===== config.mk =====
export PLATFORM = sky130hd
export DESIGN_NAME = tcp_seq_ack_matcher
export DESIGN_NICKNAME = d
export VERILOG_FILES = /design/src/design/tsam_pkg.sv /design/src/design/tsam_ram.sv /design/src/design/tsam_engine.sv /design/src/design/tcp_seq_ack_matcher.sv
export SDC_FILE = /design/constraint.sdc
export NUM_CORES = 2
export LEC_CHECK = 0
export ABC_AREA = 1
export BUFFER_PORTS_ARGS = -buffer_cell sky130_fd_sc_hd__clkbuf_2
export CAP_MARGIN = 40
export CORE_MARGIN = 2
export CORE_UTILIZATION = 60
export DETAILED_ROUTE_END_ITERATION = 16
export GPL_ROUTABILITY_DRIVEN = 0
export PLACE_DENSITY_LB_ADDON = 0.08
export SETUP_SLACK_MARGIN = 0.3
export SLEW_MARGIN = 20
export SYNTH_ARGS = -nofsm -noshare
export SYNTH_HDL_FRONTEND = slang
export SYNTH_SLANG_ARGS = --single-unit

===== constraint.sdc =====
create_clock -name clk -period 14.03 [get_ports clk]
set_clock_uncertainty 0.2 [all_clocks]
set_input_delay 0.7015 -clock clk [delete_from_list [all_inputs] [get_ports clk]]
set_output_delay 0.7015 -clock clk [all_outputs]
set_load 0.02 [all_outputs]

===== src/design/tsam_pkg.sv =====
// ----------------------------------------------------------------------------
// tsam_pkg
// shared types and codes for the tcp sequence/ack matcher
// ----------------------------------------------------------------------------
`default_nettype none

package tsam_pkg;

  typedef enum logic {
    OP_ADD = 1'b0,
    OP_ACK = 1'b1
  } op_t;

  typedef enum logic [1:0] {
    ST_IDLE,
    ST_SCAN,
    ST_CLEAR,
    ST_DONE
  } state_t;

  typedef struct packed {
    logic [31:0] seq;
    logic [15:0] len;
    logic        fin;
    logic [63:0] time_us;
  } entry_t;

  typedef struct packed {
    logic        valid;
    logic        found;
    logic [31:0] seq;
    logic        fin;
    logic [63:0] time_us;
  } res_t;

endpackage

`default_nettype wire


===== src/design/tsam_ram.sv =====
// ----------------------------------------------------------------------------
// tsam_ram
// generic single-write, single-read ram with registered read data
// ----------------------------------------------------------------------------
`default_nettype none

module tsam_ram #(
  parameter int WIDTH = 8,
  parameter int DEPTH = 16,
  parameter int AW    = $clog2(DEPTH)
) (
  input  wire logic             clk,
  input  wire logic             we,
  input  wire logic [AW-1:0]    waddr,
  input  wire logic [WIDTH-1:0] wdata,
  input  wire logic             re,
  input  wire logic [AW-1:0]    raddr,
  output logic      [WIDTH-1:0] rdata
);

  logic [WIDTH-1:0] mem [DEPTH];

  always_ff @(posedge clk) begin
    if (we) begin
      mem[waddr] <= wdata;
    end
    if (re) begin
      rdata <= mem[raddr];
    end
  end

endmodule

`default_nettype wire


===== src/design/tsam_engine.sv =====
// ----------------------------------------------------------------------------
// tsam_engine
// ring write, ack scan over the entry ram and clearing of older entries
// ----------------------------------------------------------------------------
`default_nettype none

module tsam_engine
  import tsam_pkg::*;
#(
  parameter int DEPTH = 16
) (
  input  wire logic        clk,
  input  wire logic        rst,
  input  wire logic        cmd_valid,
  input  wire logic        op,
  input  wire logic [31:0] seq_or_ack,
  input  wire logic [63:0] send_time,
  input  wire logic [15:0] payload_len,
  input  wire logic        fin_flag,
  output logic             idle,
  output res_t             res,
  input  wire logic        res_take
);

  localparam int AW = $clog2(DEPTH);
  localparam logic [AW-1:0] LAST = AW'(DEPTH - 1);

  state_t state, state_next;

  logic [DEPTH-1:0] valid;
  logic [AW-1:0]    wp;
  logic [AW-1:0]    cnt;
  logic             issued_all;
  logic             rd_en;
  logic             rd_pend;
  logic [AW-1:0]    rd_idx;
  logic [31:0]      h;
  logic             have;
  logic [AW-1:0]    best_idx;
  logic [31:0]      best_seq;
  logic             best_fin;
  logic [63:0]      best_time;

  logic             we;
  entry_t           wentry;
  entry_t           rentry;
  logic [31:0]      seg_end;
  logic             hit;
  logic             better;
  logic             last_data;

  assign we     = idle && cmd_valid && (op == OP_ADD);
  assign wentry = '{seq: seq_or_ack, len: payload_len, fin: fin_flag, time_us: send_time};

  tsam_ram #(
    .WIDTH ($bits(entry_t)),
    .DEPTH (DEPTH)
  ) u_ram (
    .clk   (clk),
    .we    (we),
    .waddr (wp),
    .wdata (wentry),
    .re    (rd_en),
    .raddr (cnt),
    .rdata (rentry)
  );

  assign seg_end   = rentry.seq + {16'd0, rentry.len};
  assign hit       = valid[rd_idx] &&
                     ((rentry.seq == h) || ((rentry.seq <= h) && (h < seg_end)));
  assign better    = hit && (!have || (rentry.time_us < best_time));
  assign last_data = rd_pend && (rd_idx == LAST);

  // next state
  always_comb begin
    state_next = state;
    case (state)
      ST_IDLE: begin
        if (cmd_valid && (op == OP_ACK)) begin
          state_next = ST_SCAN;
        end
      end
      ST_SCAN: begin
        if (last_data) begin
          state_next = (have || better) ? ST_CLEAR : ST_DONE;
        end
      end
      ST_CLEAR: begin
        if (last_data) begin
          state_next = ST_DONE;
        end
      end
      ST_DONE: begin
        if (res_take) begin
          state_next = ST_IDLE;
        end
      end
      default: state_next = ST_IDLE;
    endcase
  end

  // outputs
  always_comb begin
    idle      = 1'b0;
    rd_en     = 1'b0;
    res.valid = 1'b0;
    case (state)
      ST_IDLE:  idle      = 1'b1;
      ST_SCAN:  rd_en     = !issued_all;
      ST_CLEAR: rd_en     = !issued_all;
      ST_DONE:  res.valid = 1'b1;
      default:  idle      = 1'b0;
    endcase
  end

  assign res.found   = have;
  assign res.seq     = best_seq;
  assign res.fin     = best_fin;
  assign res.time_us = best_time;

  always_ff @(posedge clk) begin
    if (rst) begin
      state      <= ST_IDLE;
      valid      <= '0;
      wp         <= '0;
      cnt        <= '0;
      issued_all <= 1'b0;
      rd_pend    <= 1'b0;
      have       <= 1'b0;
    end else begin
      state   <= state_next;
      rd_pend <= rd_en;
      rd_idx  <= cnt;

      if (rd_en) begin
        cnt        <= (cnt == LAST) ? '0 : cnt + 1'b1;
        issued_all <= (cnt == LAST);
      end
      if (state != state_next) begin
        issued_all <= 1'b0;
      end

      // add a sent segment
      if (we) begin
        valid[wp] <= 1'b1;
        wp        <= (wp == LAST) ? '0 : wp + 1'b1;
      end

      // start an ack search
      if (idle && cmd_valid && (op == OP_ACK)) begin
        h         <= seq_or_ack - 32'd1;
        have      <= 1'b0;
        best_idx  <= '0;
        best_seq  <= '0;
        best_fin  <= 1'b0;
        best_time <= '0;
      end

      if ((state == ST_SCAN) && rd_pend && better) begin
        have      <= 1'b1;
        best_idx  <= rd_idx;
        best_seq  <= rentry.seq;
        best_fin  <= rentry.fin;
        best_time <= rentry.time_us;
      end

      if ((state == ST_CLEAR) && rd_pend) begin
        if (valid[rd_idx] && (rentry.time_us < best_time)) begin
          valid[rd_idx] <= 1'b0;
        end
        if (last_data) begin
          valid[best_idx] <= 1'b0;
        end
      end
    end
  end

endmodule

`default_nettype wire


===== src/design/tcp_seq_ack_matcher.sv =====
// ----------------------------------------------------------------------------
// tcp_seq_ack_matcher
// matches tcp acknowledgments against a ring of recorded sent segments
// ----------------------------------------------------------------------------
// input channel (in_valid/in_ready): op 0 records a sent segment, op 1 looks
// up an acknowledgment. output channel (out_valid/out_ready): one word per
// ack with found, sent_seq, sent_fin and sent_time (all zero if no match).
// an add gives no output word. an ack walks the entry ram one entry per
// cycle, first for the search and then, when a match is found, once more to
// retire older entries, before the word is handed to the output register.
// both walks go through the single read port of the entry ram. items are
// taken one at a time; in_ready is high only while no ack is in progress.
// the output register holds a finished word while the receiver stalls, and
// new adds and acks are accepted meanwhile; a following ack waits for the
// register before it completes.
// reset clears the outstanding marks, the ring pointer and out_valid only.
// ----------------------------------------------------------------------------
`default_nettype none

module tcp_seq_ack_matcher
  import tsam_pkg::*;
#(
  parameter int DEPTH = 16
) (
  input  wire logic        clk,
  input  wire logic        rst,
  input  wire logic        in_valid,
  output logic             in_ready,
  input  wire logic        op,
  input  wire logic [31:0] seq_or_ack,
  input  wire logic [63:0] send_time,
  input  wire logic [15:0] payload_len,
  input  wire logic        fin_flag,
  output logic             out_valid,
  input  wire logic        out_ready,
  output logic             found,
  output logic [31:0]      sent_seq,
  output logic             sent_fin,
  output logic [63:0]      sent_time
);

  logic idle;
  res_t res;
  logic res_take;

  tsam_engine #(
    .DEPTH (DEPTH)
  ) u_engine (
    .clk         (clk),
    .rst         (rst),
    .cmd_valid   (in_valid && idle),
    .op          (op),
    .seq_or_ack  (seq_or_ack),
    .send_time   (send_time),
    .payload_len (payload_len),
    .fin_flag    (fin_flag),
    .idle        (idle),
    .res         (res),
    .res_take    (res_take)
  );

  assign in_ready = idle;
  assign res_take = res.valid && (!out_valid || out_ready);

  // output word register
  always_ff @(posedge clk) begin
    if (rst) begin
      out_valid <= 1'b0;
    end else begin
      if (res_take) begin
        out_valid <= 1'b1;
      end else if (out_ready) begin
        out_valid <= 1'b0;
      end
    end
    if (res_take) begin
      found     <= res.found;
      sent_seq  <= res.seq;
      sent_fin  <= res.fin;
      sent_time <= res.time_us;
    end
  end

endmodule

`default_nettype wire


Yosys cells after proc, flatten, opt, wreduce, memory -nomap -nowiden
Memories as Yosys holds them, arrays and structs flattened. A register that Yosys moved wholly into a read port is not among the register bits.
Cells that the tools add are included.
- register bits: 265
- bits in latches: 0
- bits in writable memories: 1808
- ROM bits: 0
- bits of input ports: 118
- output and inout port bits: 100
- word-level logic and storage cells: 117
- memories: 1
- memories (memory ; depth ; bits a word ; rd ports ; clocked after Yosys merged registers in ; write ports ; RTL line ; source):
    u_engine.u_ram.mem ; 16 ; 113 ; 1 ; 1 ; 1 ; tsam_ram.sv:21 ; logic [WIDTH-1:0] mem [DEPTH];
- $add $sub $neg: 4
- multiply operators: 0
- div/mod/pow operators: 0
- order comparisons: 9
- eq/ne operators: 8
- shifts and indexed selects: 0
- multiplexer cells: 39
- bitwise logic cells: 7
- reduce and logical (&&, ||, !) cells: 31
- operators by type and width (operator ; number):
    $mux W64 ; 2
    $mux W16 ; 7
    $lt A64 B64 Y1 ; 1
    $mux W32 ; 2
    $add A32 B16 Y32 ; 1
    $and A16 B16 Y16 ; 2
    $eq A32 B32 Y1 ; 1
    $le A32 B32 Y1 ; 1
    $lt A32 B32 Y1 ; 1
    $not A16 Y16 ; 2
    $sub A32 B1 Y32 const B ; 1
    $logic_and A1 B1 Y1 ; 17
    $mux W4 ; 4
    $or A16 B16 Y16 ; 1
    $lt A4 B5 Y1 const B ; 3
    $mux W1 ; 15
    $demux W1 S4 ; 3
    $eq A4 B4 Y1 const B ; 3
    $ge A4 B1 Y1 const B ; 3
    $add A4 B1 Y4 const B ; 2
    $mux W2 ; 4
    $pmux W2 S4 ; 1
    $bmux W1 S4 ; 1
    $eq A2 B2 Y1 const B ; 2
    other kinds (9) ; 18

Depth between registers and ports, before layout
- depth in word-level cells: 14
- mapped depth: 33
- gate-level depth less buffers: 33

By module
From an unflattened synthesis, not the netlist that was laid out.
- cell total of the unflattened synthesis: 8903
- area total of the unflattened synthesis: 95288.9 um2
- by module, submodules not included (module ; instances ; cells an instance ; area each (um2) ; sequential area each (um2)):
    tsam_ram ; 1 ; 7412 ; 80631.1 ; 57685.3
    tsam_engine ; 1 ; 1385 ; 11659.9 ; 4694.5
    tcp_seq_ack_matcher ; 1 ; 106 ; 2997.9 ; 2962.8

Worst setup path after synthesis
No wires, ideal clock.
- path type: flip-flop to flip-flop
- start point: register u_engine.state[0]
- end point: register u_engine.best_fin (enable)
- setup time: 0.701 ns
- data arrival time: 8.072 ns
- required time: 13.129 ns
- slack: 5.057 ns
- cell stages (with the launch flop): 5
- buffers on the path: 0
- period minus slack after synthesis: 8.973 ns
- cells stage by stage: dfxtp_1 -> inv_1 -> ha_1 -> nand3_1 -> o21ai_0
- longest elaborated chain between the ends: 7
- elaborated cells on any way between the ends: 10
- classes of those cells: eq/ne (1); mux (1); reduce/logical (8)
- RTL lines (what ; RTL line ; source):
    from (decl) ; tsam_engine.sv:28 ; state_t state, state_next;
    from (signal assigned) ; tsam_engine.sv:131 ; state <= state_next;
    $logic_not A2 Y1 * ; tsam_engine.sv:107 ; case (state)
    $mux W1 * ; tsam_engine.sv:107 ;
    named net in_ready ; tcp_seq_ack_matcher.sv:28 ; output logic in_ready,
    $logic_and A1 B1 Y1 ; tcp_seq_ack_matcher.sv:51 ; .cmd_valid (in_valid && idle),
    $logic_and A1 B1 Y1 * (2 in series) ; tsam_engine.sv:150 ; if (idle && cmd_valid && (op == OP_ACK)) begin
    $reduce_bool A2 Y1 (no line) * ; -- ;
    $reduce_and A2 Y1 (no line) * ; -- ;
    to (signal assigned) ; tsam_engine.sv:163 ; best_fin <= rentry.fin;
    to (decl) ; tsam_engine.sv:41 ; logic best_fin;
Mark *: on every way through the listed nets, which the timed path passes. The rest lies on a longest branch.
A chain may end at the register's enable or synchronous reset.

Worst setup path after layout
- start point: register u_engine.u_ram.rdata[81] (read register of u_engine.u_ram.mem)
- end point: register u_engine.best_time[43] (enable)
- longest elaborated chain between the ends: 9
- elaborated cells on any way between the ends: 11
- classes of those cells: add/sub (1); order compare (2); eq/ne (1); reduce/logical (7)
- RTL lines (what ; RTL line ; source):
    from (decl) ; tsam_ram.sv:18 ; output logic [WIDTH-1:0] rdata
    $add A32 B16 Y32 ; tsam_engine.sv:68 ; assign seg_end = rentry.seq + {16'd0, rentry.len};
    $lt A32 B32 Y1 ; tsam_engine.sv:70 ; ((rentry.seq == h) || ((rentry.seq <= h) && (h < seg_end)));
    $logic_and A1 B1 Y1 ; tsam_engine.sv:70 ;
    $logic_or A1 B1 Y1 * ; tsam_engine.sv:70 ;
    $logic_and A1 B1 Y1 * ; tsam_engine.sv:69 ; assign hit = valid[rd_idx] &&
    $logic_and A1 B1 Y1 * ; tsam_engine.sv:71 ; assign better = hit && (!have || (rentry.time_us < best_time));
    $logic_and A1 B1 Y1 * ; tsam_engine.sv:159 ; if ((state == ST_SCAN) && rd_pend && better) begin
    $reduce_bool A2 Y1 (no line) * ; -- ;
    $reduce_and A2 Y1 (no line) * ; -- ;
    to (signal assigned) ; tsam_engine.sv:164 ; best_time <= rentry.time_us;
    to (decl) ; tsam_engine.sv:42 ; logic [63:0] best_time;
Mark *: on every way between the ends. The rest lies on a longest branch, timed or not.

==> key figures <==
Floorplanning
  • Core area: 0.144 mm^2
  • Die footprint: 0.148 mm^2
  • Die span in x: 385 um
  • FP Rows: 139
  • Die height: 385 um
  • # IOs: 218
  • Initial Util: 60.5%

STA
  • Setup Viol. Count Final: 0
  • Worst Tran Pin Value: 1.21 ns
  • Fmax: 169 MHz
  • Final hold vios: 0
  • Final Cycle Share: 42.2%
  • Setup_tns: 0 ns
  • Pins Over Slew Limit: 0
  • RSZ-0062 raised after global routing: false
  • Max-slew headroom: 19.6%
  • Tmin final: 5.92 ns

Clocking
  • Skew-Pair Late Insertion Delay: 0.82 ns
  • Num Clock Sinks: 2186
  • CTS Root Cell: clkbuf_16
  • TritonCTS Buffers: 210
  • Clock transition at path regs: 0.06 ns
  • CTS Buffer Depth: 3
  • H-Tree Depth: 4
  • Resized Gates After CTS: 0
  • TritonCTS clock tree: done

Cells and area
  • Most frequent cells in the layout: edfxtp_1 (2156), nor2_1 (1092), o21ai_0 (944)
  • Commonest non-fill, non-tap cell in the layout: edfxtp_1
  • Layout cell share with drive strength beyond 1: 9.61%
  • Nets: 6919
  • Post-Layout Cell Count: 8727
  • Layout area overhead: 11.8%

Place
  • Hpwl dp: 111000 um
  • Placed Cells: 8329
  • PortBufs: 217

Yosys
  • Avg Cell Area, Syn: 13.4 um^2
  • Synthesis Warnings: 0
  • Syn Nets: 6772
  • Number of synthesized flops with an enable pin: 2156
  • Sequential share of the synthesized area: 75.1%
  • Commonest register cell after synthesis: edfxtp_1
  • Number of distinct library cells after synthesis: 49
  • #FFs+latches synth: 2186
  • Synthesized cell area: 0.0870 mm^2
  • Synth Instances: 6501
  • Asr flop ratio synth: 0%

Hold path
  • Worst min-delay path category: in -> reg

Power and ir drop
  • P per Cell Area: 157 mW/mm^2
  • Leakage: 33.0 nW
  • Worst vdd ir: 0.103 mV

Route
  • Routed wire length per instance: 25.4 um
  • DR iter-0 viols: 6230
  • Vias/cell: 6.24
  • DRT antenna net count: 0
  • Total wire length: 222000 um
  • DR DRC count: 0
  • Router iterations before antenna repair: 6
  • Total number of vias: 54500

Run
  • Max-Cap Viols: 0

Global route
  • Total GRT Usage: 29.9%
  • Vias in the first global route: 51700
  • Grt total ovfl: 0
  • Largest net degree at the start of global routing: 235
  • Initial antenna violation count: 19
  • First-pass GRT wire length: 328000 um

Critical path
  • Critical path required time: 14.31 ns
  • Most frequent cell on the critical path: nand2_1
  • Crit Path Category: reg -> reg
  • Slowest cell delay on critical path: 0.41 ns
  • Worst EP arrival: 6.20 ns
  • CP Max Fanout: 44
  • Slowest cell on crit path: fa_1
  • RR Endpoint: u_engine.best_time[43]$_SDFFCE_PN0P_
  • Setup crit start kind: register
  • CP endpoint kind: register
  • Worst Setup EP: u_engine.best_time[43]$_SDFFCE_PN0P_
  • Worst R2R Start: u_engine.u_ram.rdata[81]$_DFFE_PP_
  • Critical path launch point: u_engine.u_ram.rdata[81]$_DFFE_PP_
  • Reg2Reg Setup Slack: 8.11 ns
  • Worst reg2reg path depth: 30

Run status
  • Status: completed
[layout make-up]
type | instances | area (um^2)
clock buffers | 276 | 5670
well taps | 1903 | 2380
multi-input cells | 3652 | 19300
diodes | 6 | 15.0
repair buffers | 315 | 2520
inverters | 283 | 1090
clock inverters | 106 | 910
fillers | 10200 | 46500
flip-flops and latches | 2186 | 65400
[routing by layer]
metal | vias up | share of wire (%) | GRT usage [%]
met5 | - | 0.083 | 0
met4 | 28 | 2.3 | 8.68
met3 | 373 | 8.7 | 4.77
met2 | 2501 | 48 | 47.4
met1 | 27200 | 41 | 43.3
li1 | 24400 | - | -
[stage by stage]
stage	total power (W)	hold slack (ns)	util (%)	cell area, um^2	setup WS [ns]
floorplan	0.00914	0.200	-	87000	5.06
global placement	0.00982	0.203	62.6	89900	8.14
detailed placement	0.00989	0.207	62.9	90400	8.00
CTS	0.0153	0.0134	67.5	97000	8.01
global route	0.0158	0.0709	67.7	97200	7.73
finish	0.0153	0.0665	67.7	97200	8.11
[Yosys cell counts (2+ instances only)]
master,instances,area (um^2)
nor4_1,9,56.3
o22ai_1,279,1750
nand3_1,213,1070
nand3_2,2,20.0
clkbuf_1,346,1300
inv_2,12,45.0
nor2_2,3,18.8
inv_1,267,1000
clkinv_1,4,15.0
o21ai_1,9,45.0
buf_2,2,10.0
nand2_1,439,1650
a21oi_1,98,490
a31oi_1,4,25.0
nor3_4,4,65.1
o21ai_0,945,4730
o21a_1,5,37.5
o21bai_1,3,22.5
o221ai_1,184,1610
o211ai_1,48,360
xnor2_1,18,158
buf_4,9,67.6
buf_1,23,86.3
nor3_2,2,20.0
a211oi_1,2,15.0
edfxtp_1,2156,64700
nor2_1,1113,4180
xor2_1,39,342
o31ai_1,2,15.0
ha_1,152,1900
nand4_1,36,225
nand2_2,5,31.3
nor3_1,23,115
dfxtp_1,30,601
[report_power, final]
part,internal (W),switching [W]
Combinational,0.000696,0.00162
Clock,0.00312,0.00234
Sequential,0.00739,0.000103
Total,0.0112,0.00406
[flip-flops by register name (all words and copies together) (netlist names), 2 cells and up]
| signal | cells |
|---|---|
| u_engine.best_time | 64 |
| u_engine.wp | 4 |
| u_engine.h | 32 |
| u_engine.best_idx | 4 |
| u_engine.best_seq | 32 |
| u_engine.state | 2 |
| u_engine.valid | 16 |
| u_engine.u_ram.rdata | 113 |
| u_engine.rd_idx | 4 |
| sent_time | 64 |
| u_engine.cnt | 4 |
| u_engine.u_ram.mem | 1808 |
| sent_seq | 32 |
[how the worst min path moves through the flow]
stage,slack (ns),end,depth (start not counted),from
5_1_grt,0.07,u_engine.u_ram.mem[14][26]$_DFFE_PP_,1,send_time[26]
4_1_cts,0.01,u_engine.u_ram.mem[3][67]$_DFFE_PP_,1,payload_len[2]
6_report,0.07,u_engine.u_ram.mem[3][67]$_DFFE_PP_,1,payload_len[2]
2_1_floorplan,0.20,sent_fin$_DFFE_PP_,0,u_engine.best_fin$_SDFFCE_PN0P_
3_3_place_gp,0.20,sent_seq[19]$_DFFE_PP_,0,u_engine.best_seq[19]$_SDFFCE_PN0P_
3_5_place_dp,0.21,sent_seq[11]$_DFFE_PP_,0,u_engine.best_seq[11]$_SDFFCE_PN0P_
[cells by family after synthesis]
group	Yosys count	synth area share, %
AO/OA/AOI/OAI	1586	10.5
XOR/XNOR	57	0.574
buffers and inverters	663	2.90
AND/OR/NAND/NOR	1856	8.63
flip-flops	2186	75.1
adder cells (fa/ha/maj)	153	2.21
[worst max-delay path, delay by kind of cell (launching register included)]
family | cells | cell delay [ns]
flops | 1 | 0.35
fa+ha+maj | 3 | 0.84
buf+inv | 7 | 1.00
simple gates | 12 | 1.35
xor+xnor | 1 | 0.16
compound gates | 7 | 1.57
[what timing repair did]
action                    CTS  global route
hold buffers                1             0
hold endpoints to repair    1             0
buffers inserted            0             0
(Power assumes the default switching activity.)
